### config.mk
export PLATFORM = sky130hd
export DESIGN_NAME = prl_mod_unit
export DESIGN_NICKNAME = d
export VERILOG_FILES = /design/src/hw/rtl/prl_pkg.sv /design/src/hw/rtl/prl_mod_unit.sv
export SDC_FILE = /design/constraint.sdc
export NUM_CORES = 1
export LEC_CHECK = 0
export ABC_AREA = 1
export BUFFER_PORTS_ARGS = -buffer_cell sky130_fd_sc_hd__buf_2
export CAP_MARGIN = 20
export CORE_UTILIZATION = 35
export DETAILED_ROUTE_END_ITERATION = 7
export GPL_ROUTABILITY_DRIVEN = 0
export HOLD_SLACK_MARGIN = 0.12
export SLEW_MARGIN = 30
export SYNTH_ARGS = -nofsm -noshare
export SYNTH_HDL_FRONTEND = slang
export SYNTH_SLANG_ARGS = --single-unit
### constraint.sdc
create_clock -name clk -period 1.68 [get_ports clk]
set_clock_uncertainty 0.05 [all_clocks]
set_input_delay 0.252 -clock clk [delete_from_list [all_inputs] [get_ports clk]]
set_output_delay 0.252 -clock clk [all_outputs]
set_load 0.05 [all_outputs]
### src/hw/rtl/prl_pkg.sv
// shared constants and types for the pretrigger page ring logger
// no dependencies; imported by every module of the block
package prl_pkg;

  localparam int PRL_PAGE_BYTES     = 256;
  localparam int PRL_MAX_RING_PAGES = 16;

  // command codes carried in the input tuser
  localparam logic [2:0] MODE_START  = 3'd0;
  localparam logic [2:0] MODE_PUSH   = 3'd1;
  localparam logic [2:0] MODE_LAUNCH = 3'd2;
  localparam logic [2:0] MODE_DONE   = 3'd3;
  localparam logic [2:0] MODE_FAIL   = 3'd4;
  localparam logic [2:0] MODE_FINAL  = 3'd5;
  localparam logic [2:0] MODE_READ   = 3'd6;
  localparam logic [2:0] MODE_NOP    = 3'd7;

  // logger states
  localparam logic [1:0] ST_IDLE  = 2'd0;
  localparam logic [1:0] ST_PAD   = 2'd1;
  localparam logic [1:0] ST_DRAIN = 2'd2;
  localparam logic [1:0] ST_FINAL = 2'd3;

  // configuration register indexes
  localparam logic [2:0] CFG_RING_PAGES = 3'd0;
  localparam logic [2:0] CFG_PRE_PAGES  = 3'd1;
  localparam logic [2:0] CFG_REC_BYTES  = 3'd2;
  localparam logic [2:0] CFG_RECS_PAGE  = 3'd3;
  localparam logic [2:0] CFG_POOL_BASE  = 3'd4;
  localparam logic [2:0] CFG_POOL_END   = 3'd5;

  localparam logic [7:0] FILL_BYTE = 8'hFF;

  // status of the serial remainder unit
  typedef struct packed {
    logic busy;
    logic done;
  } mod_status_t;

endpackage

### src/hw/rtl/prl_mod_unit.sv
// serial remainder of a 32-bit count by the ring page count, one bit a cycle
// depends on prl_pkg for the status struct and default geometry
module prl_mod_unit
  import prl_pkg::*;
#(
  parameter int MAX_RING_PAGES = PRL_MAX_RING_PAGES,
  localparam int PW   = $clog2(MAX_RING_PAGES + 1),
  localparam int IDXW = $clog2(MAX_RING_PAGES)
) (
  input  logic            clk,
  input  logic            rst_n,
  input  logic            start,
  input  logic [31:0]     num,
  input  logic [PW-1:0]   den,
  output mod_status_t     status,
  output logic [IDXW-1:0] rem
);

  logic [31:0]   num_r, num_nxt;
  logic [PW-1:0] den_r, den_nxt;
  logic [PW-1:0] rem_r, rem_nxt;
  logic [4:0]    cnt_r, cnt_nxt;
  logic          busy_r, busy_nxt;
  logic          done_r, done_nxt;
  logic [PW:0]   trial;

  // one restoring step per cycle
  always_comb begin
    num_nxt  = num_r;
    den_nxt  = den_r;
    rem_nxt  = rem_r;
    cnt_nxt  = cnt_r;
    busy_nxt = busy_r;
    done_nxt = 1'b0;
    trial    = {rem_r, num_r[31]};
    if (start) begin
      num_nxt  = num;
      den_nxt  = den;
      rem_nxt  = '0;
      cnt_nxt  = '0;
      busy_nxt = 1'b1;
    end else if (busy_r) begin
      if (trial >= {1'b0, den_r}) begin
        trial = trial - {1'b0, den_r};
      end
      rem_nxt = trial[PW-1:0];
      num_nxt = {num_r[30:0], 1'b0};
      cnt_nxt = cnt_r + 5'd1;
      if (cnt_r == 5'd31) begin
        busy_nxt = 1'b0;
        done_nxt = 1'b1;
      end
    end
  end

  always_ff @(posedge clk) begin
    if (!rst_n) begin
      busy_r <= 1'b0;
      done_r <= 1'b0;
      cnt_r  <= '0;
    end else begin
      busy_r <= busy_nxt;
      done_r <= done_nxt;
      cnt_r  <= cnt_nxt;
    end
    num_r <= num_nxt;
    den_r <= den_nxt;
    rem_r <= rem_nxt;
  end

  assign status.busy = busy_r;
  assign status.done = done_r;
  assign rem         = rem_r[IDXW-1:0];

endmodule

# [Word level (Yosys, flattened, before mapping)]
# Index checks and enable logic that the tools add are counted.
[classes] n_mul=0 n_addsub=2 order_cmp=1 eq_ne=1 div=0 mux=7 n_bitwise=2 shifts=0 n_reduce_logical=3
[ops] op="$mux 32" n=2
[ops] op="$ge 6x5->1" n=1
[ops] op="$add 5x1->5 const B" n=1
[ops] op="$eq 5x5->1 const B" n=1
[ops] op="$mux 5" n=1
[ops] op="$sub 5x5->5" n=1
[ops] op="$mux 1" n=4
[ops] op="$reduce_or 3->1" n=1
[ops] op="$not 1->1" n=2
[ops] op="$reduce_bool 2->1" n=1
[ops] op="$reduce_or 2->1" n=1
[totals] n_memories=0 latchBits=0 romBits=0 input_bits=40 register_bits=49 out_inout_bits=6 mem_bits_rw=0 word_cells=22

# [Longest topological paths before layout]
[logic_depth] word_depth=4 ltp_mapped=11 ltp_nobuf=11

# [Worst setup path before layout]
# OpenSTA, ideal clock, no wires.
[synth_timing] kind="register to register" startpoint="register busy_r" endpoint="register num_r[0] (enable)" setup_ns=0.387 path_buffers=1 path_stages_with_launch=4 slack_ns=0.012 period_less_slack_ns=1.668 arrival_ns=1.231 path_cell_list="dfxtp_1 -> buf_2 -> nor2_1 -> inv_1"
[synth_via] elab_chain_len=1
[synth_lines] item="from (decl)" line="prl_mod_unit.sv:23" source="logic busy_r, busy_nxt;"
[synth_lines] item="from (signal assigned)" line="prl_mod_unit.sv:62" source="busy_r <= busy_nxt;"
[synth_lines] item="$reduce_bool 2->1 (no line)"
[synth_lines] item="to (signal assigned)" line="prl_mod_unit.sv:66" source="num_r <= num_nxt;"
[synth_lines] item="to (decl)" line="prl_mod_unit.sv:19" source="logic [31:0] num_r, num_nxt;"
# No other way between the ends.
# A chain may end at the register's enable or synchronous reset.

# [Worst setup path after layout]
[layout_timing] startpoint="register num_r[31]" endpoint="register rem_r[2]"
[layout_via] elab_chain_len=2 word_cells_on_any_way=3 cone_classes="1 x add/sub; 1 x order compare; 1 x mux"
[layout_lines] item="$sub 5x5->5 or $ge 6x5->1 (tied branches)" line="prl_mod_unit.sv:44, prl_mod_unit.sv:43"
[layout_lines] item="$mux 5 *" line="prl_mod_unit.sv:43" source="if (trial >= {1'b0, den_r}) begin"
[layout_lines] item="to (signal assigned)" line="prl_mod_unit.sv:68" source="rem_r <= rem_nxt;"
[layout_lines] item="to (decl)" line="prl_mod_unit.sv:21" source="logic [PW-1:0] rem_r, rem_nxt;"
# Every way passes the cells marked *; elsewhere a longest branch is shown, timed or not.

==> results.cfg <==
[sta]
layout_setup_ws_ps = 48.1
tightest_slew_ps = 375
totalNegativeSetupSlack_ps = 0
min_period_over_period_pct = 97.1
relSlewSlack_pct = 74.9
holdWs_ps = 151
drv_slew = 0
fmax_ghz = 0.613
timing.final.hold_violations = 0
setup_violations = 0
rsz0062_at_grt = yes
fin_crit_ps = 1630

[yosys]
synth-simple-area-share_pct = 27.2
synth_area_leader_cell = edfxtp_1
synth_cell_types = 24
ys_seq_elements = 49
synth.cell_area_um2 = 2320
async_flop_share_pct = 0
dominantRegCellSynth = edfxtp_1
avgSynthCellArea_um2 = 9.09
synth_top_area_share_pct = 47.9
postSynthCellCount = 255
synth_compound_area_share_pct = 2.00
synth.net_count = 303
synthMuxAreaShare_pct = 0
synth-adder-area-share_pct = 4.64
synthXorXnorAreaFrac_pct = 1.13
synth_top_family_by_area = simple AND/OR/NAND/NOR gates
ys_warn_count = 0
ys_seq_area_share_pct = 58.3
synthTopCellsByArea = edfxtp_1 (48%), nand2_1 (21%), dfxtp_1 (10%)
synth_edf_count = 37

[clock_tree]
cts_tree = built
cts.sinks = 49
path_clk_slew_ps = 90
clk_path_buf_depth = 2
cts-root-buf = clkbuf_8
cts_setup_buffers = 0
cts_max_level = 2
clk_latency_ps = 300
cts_buffers = 5

[setup_path]
crit_required_ps = 1890
cpMostUsedCell = inv_2
r2r_slack_ps = 50
cp.arrival_ps = 1840
path_class = reg -> reg
critPathMaxStageDelay_ps = 380
critical_path.startpoint_type = flop
cp.depth = 11
critPathLaunch = num_r[31]
cp_top_family = adder cells
path_buf_inv = 3
r2r-end = rem_r[2]
cp_max_fo = 6
r2r-start = num_r[31]
cp_slowest_cell = edfxtp_1
endpoint_kind = flop
reg2reg_depth = 11
path_cells = inv_2 > ha_4 > inv_2 > fa_2 > inv_2 > nand2_2 > nand3b_4 > nand2_4 > nand2_2 > nand3_2 > nand2_1

[grt]
grt_pass1_wl_um = 7340
overflow = 0
first_global_vias = 1631
grtUsageTotal_pct = 13.3
grt_max_degree = 27
antenna_found_initial = 0

[drt]
wl_met1_um = 2190
routed_wirelength_um = 4360
wl_per_cell_um = 11.4
routed_via_density = 4.44
dr.pass1.iters = 4
wl_met3_um = 176
vias = 1705
routed-wl-met2_um = 1940
highest_layer = met4
drtIter0Drc = 74
ant_nets = 0
drc = 0

[status]
outcome = completed

[floorplan]
die_y_um = 83.4
dieArea_um2 = 6950
rows = 29
core_um2 = 6390
pin_count = 46
start_util_pct = 36.3
die_x_um = 83.4

[power_and_ir_drop]
power_density_nw_per_um2 = 971
switchingPower_mw = 0.755
pwr-share-seq_pct = 53.9
power.internal_mw = 1.97
clkPwrFrac_pct = 26.8
cellLeakagePower_nw = 1.38
swShare_pct = 27.7
pwr-share-comb_pct = 19.3
ir_drop_uv = 386

[flow_run]
cap_viol_max_count = 0

[min_path]
hp-start = num[0]
min_path_cells = 3
hold_path_class = in -> reg
holdPathEnd = num_r[0]

[placement]
placed_cells = 371
port_buffers = 45
dp_slack_ps = -37.5
hpwl_um = 3010

[final_layout]
final_cells = 384
drive_gt1_share_pct = 24.8
fin_util_pct = 44.0
syn_to_final_growth_pct = 21.2
antenna_cells = 0
nets = 354
==> metal layers <==
layer  global-route usage [%]  up-vias
li1                         -      908
met1                     18.9      758
met2                     19.4       33
met3                     3.88        6
met4                     4.23        0
met5                        0        -
==> metrics by stage <==
step / instance area, um^2 / power, mW
floorplan: 2320 / 1.84
global placement: 2620 / 1.96
detailed placement: 2620 / 1.97
CTS: 2770 / 2.72
global route: 2810 / 2.88
finish: 2810 / 2.73
==> layout by cell type (no fill, tap or decap) <==
master / n
nand4_1: 1
buf_2: 45
or2_1: 1
clkbuf_8: 6
nor2_4: 1
nand2_2: 4
nand2_4: 1
a21oi_4: 1
xnor2_1: 1
clkbuf_1: 2
fa_2: 1
nand3_1: 13
nand3b_4: 1
inv_1: 16
dlygate4sd3_1: 5
and3_1: 1
nand2_1: 123
ha_1: 6
nand3_2: 2
ha_4: 1
xnor2_2: 1
dfxtp_1: 12
a21oi_1: 6
xor2_1: 1
nor3b_1: 1
edfxtp_1: 37
inv_2: 4
buf_4: 8
nor2_1: 5
==> what timing repair did <==
item                                    in CTS  in global routing
hold endpoints to repair                     5                  0
pin swaps                                    0                  8
hold buffers                                 5                  0
gates resized for setup                      2                 12
endpoints found under the setup margin       5                  5
==> Yosys cell counts (2+ instances only) <==
| cell | n |
|---|---|
| clkbuf_1 | 2 |
| xnor2_1 | 2 |
| nand2_1 | 127 |
| nor2_1 | 5 |
| buf_2 | 5 |
| a21oi_1 | 6 |
| buf_4 | 6 |
| edfxtp_1 | 37 |
| inv_1 | 19 |
| nand3_1 | 15 |
| ha_1 | 7 |
| dfxtp_1 | 12 |
==> state kept, by name, summed over array words and instances, names as in the netlist <==
name / cells
busy_r: 1
cnt_r: 5
den_r: 5
done_r: 1
num_r: 32
rem_r: 5
==> area by class of cell <==
type | count | area [um^2]
fillers | 637 | 3580
well taps | 77 | 96.3
repair buffers | 58 | 335
flip-flops and latches | 49 | 1350
multi-input cells | 172 | 862
inverters | 20 | 75.1
clock buffers | 8 | 90.1
==> cells by family (layout without fill, tap and decap cells) <==
logic type | Yosys count | in the layout
and+or+nand+nor | 154 | 154
DFF | 49 | 49
buffers and inverters | 34 | 86
adders and majority gates | 8 | 8
AOI/OAI and AO/OA | 7 | 7
xor gates and xnor gates | 3 | 3
==> power by group through the flow <==
stage | registers (mW) | clock network, mW | logic (mW)
2_1_floorplan | 1.49 | 0 | 0.354
4_1_cts | 1.47 | 0.748 | 0.495
3_3_place_gp | 1.50 | 0 | 0.468
5_1_grt | 1.48 | 0.802 | 0.594
6_report | 1.47 | 0.730 | 0.527
3_5_place_dp | 1.50 | 0 | 0.477
==> how the worst max path moves through the flow <==
stage	to	slack, ps
after global placement	rem_r[3]	5
after detailed placement	rem_r[0]	-40
final	rem_r[2]	50
after CTS	rem_r[0]	40
after global routing	rem_r[2]	-60
after floorplan	num_r[0]	10
==> worst register-to-register path, cell delays in order, from the launching register on <==
cell and delay [ps]:
edfxtp_1 380, inv_2 80, ha_4 120, inv_2 40
fa_2 370, inv_2 70, nand2_2 60, nand3b_4 130
nand2_4 90, nand2_2 70, nand3_2 60, nand2_1 60
No activity file was read; power rests on OpenSTA's default activity.
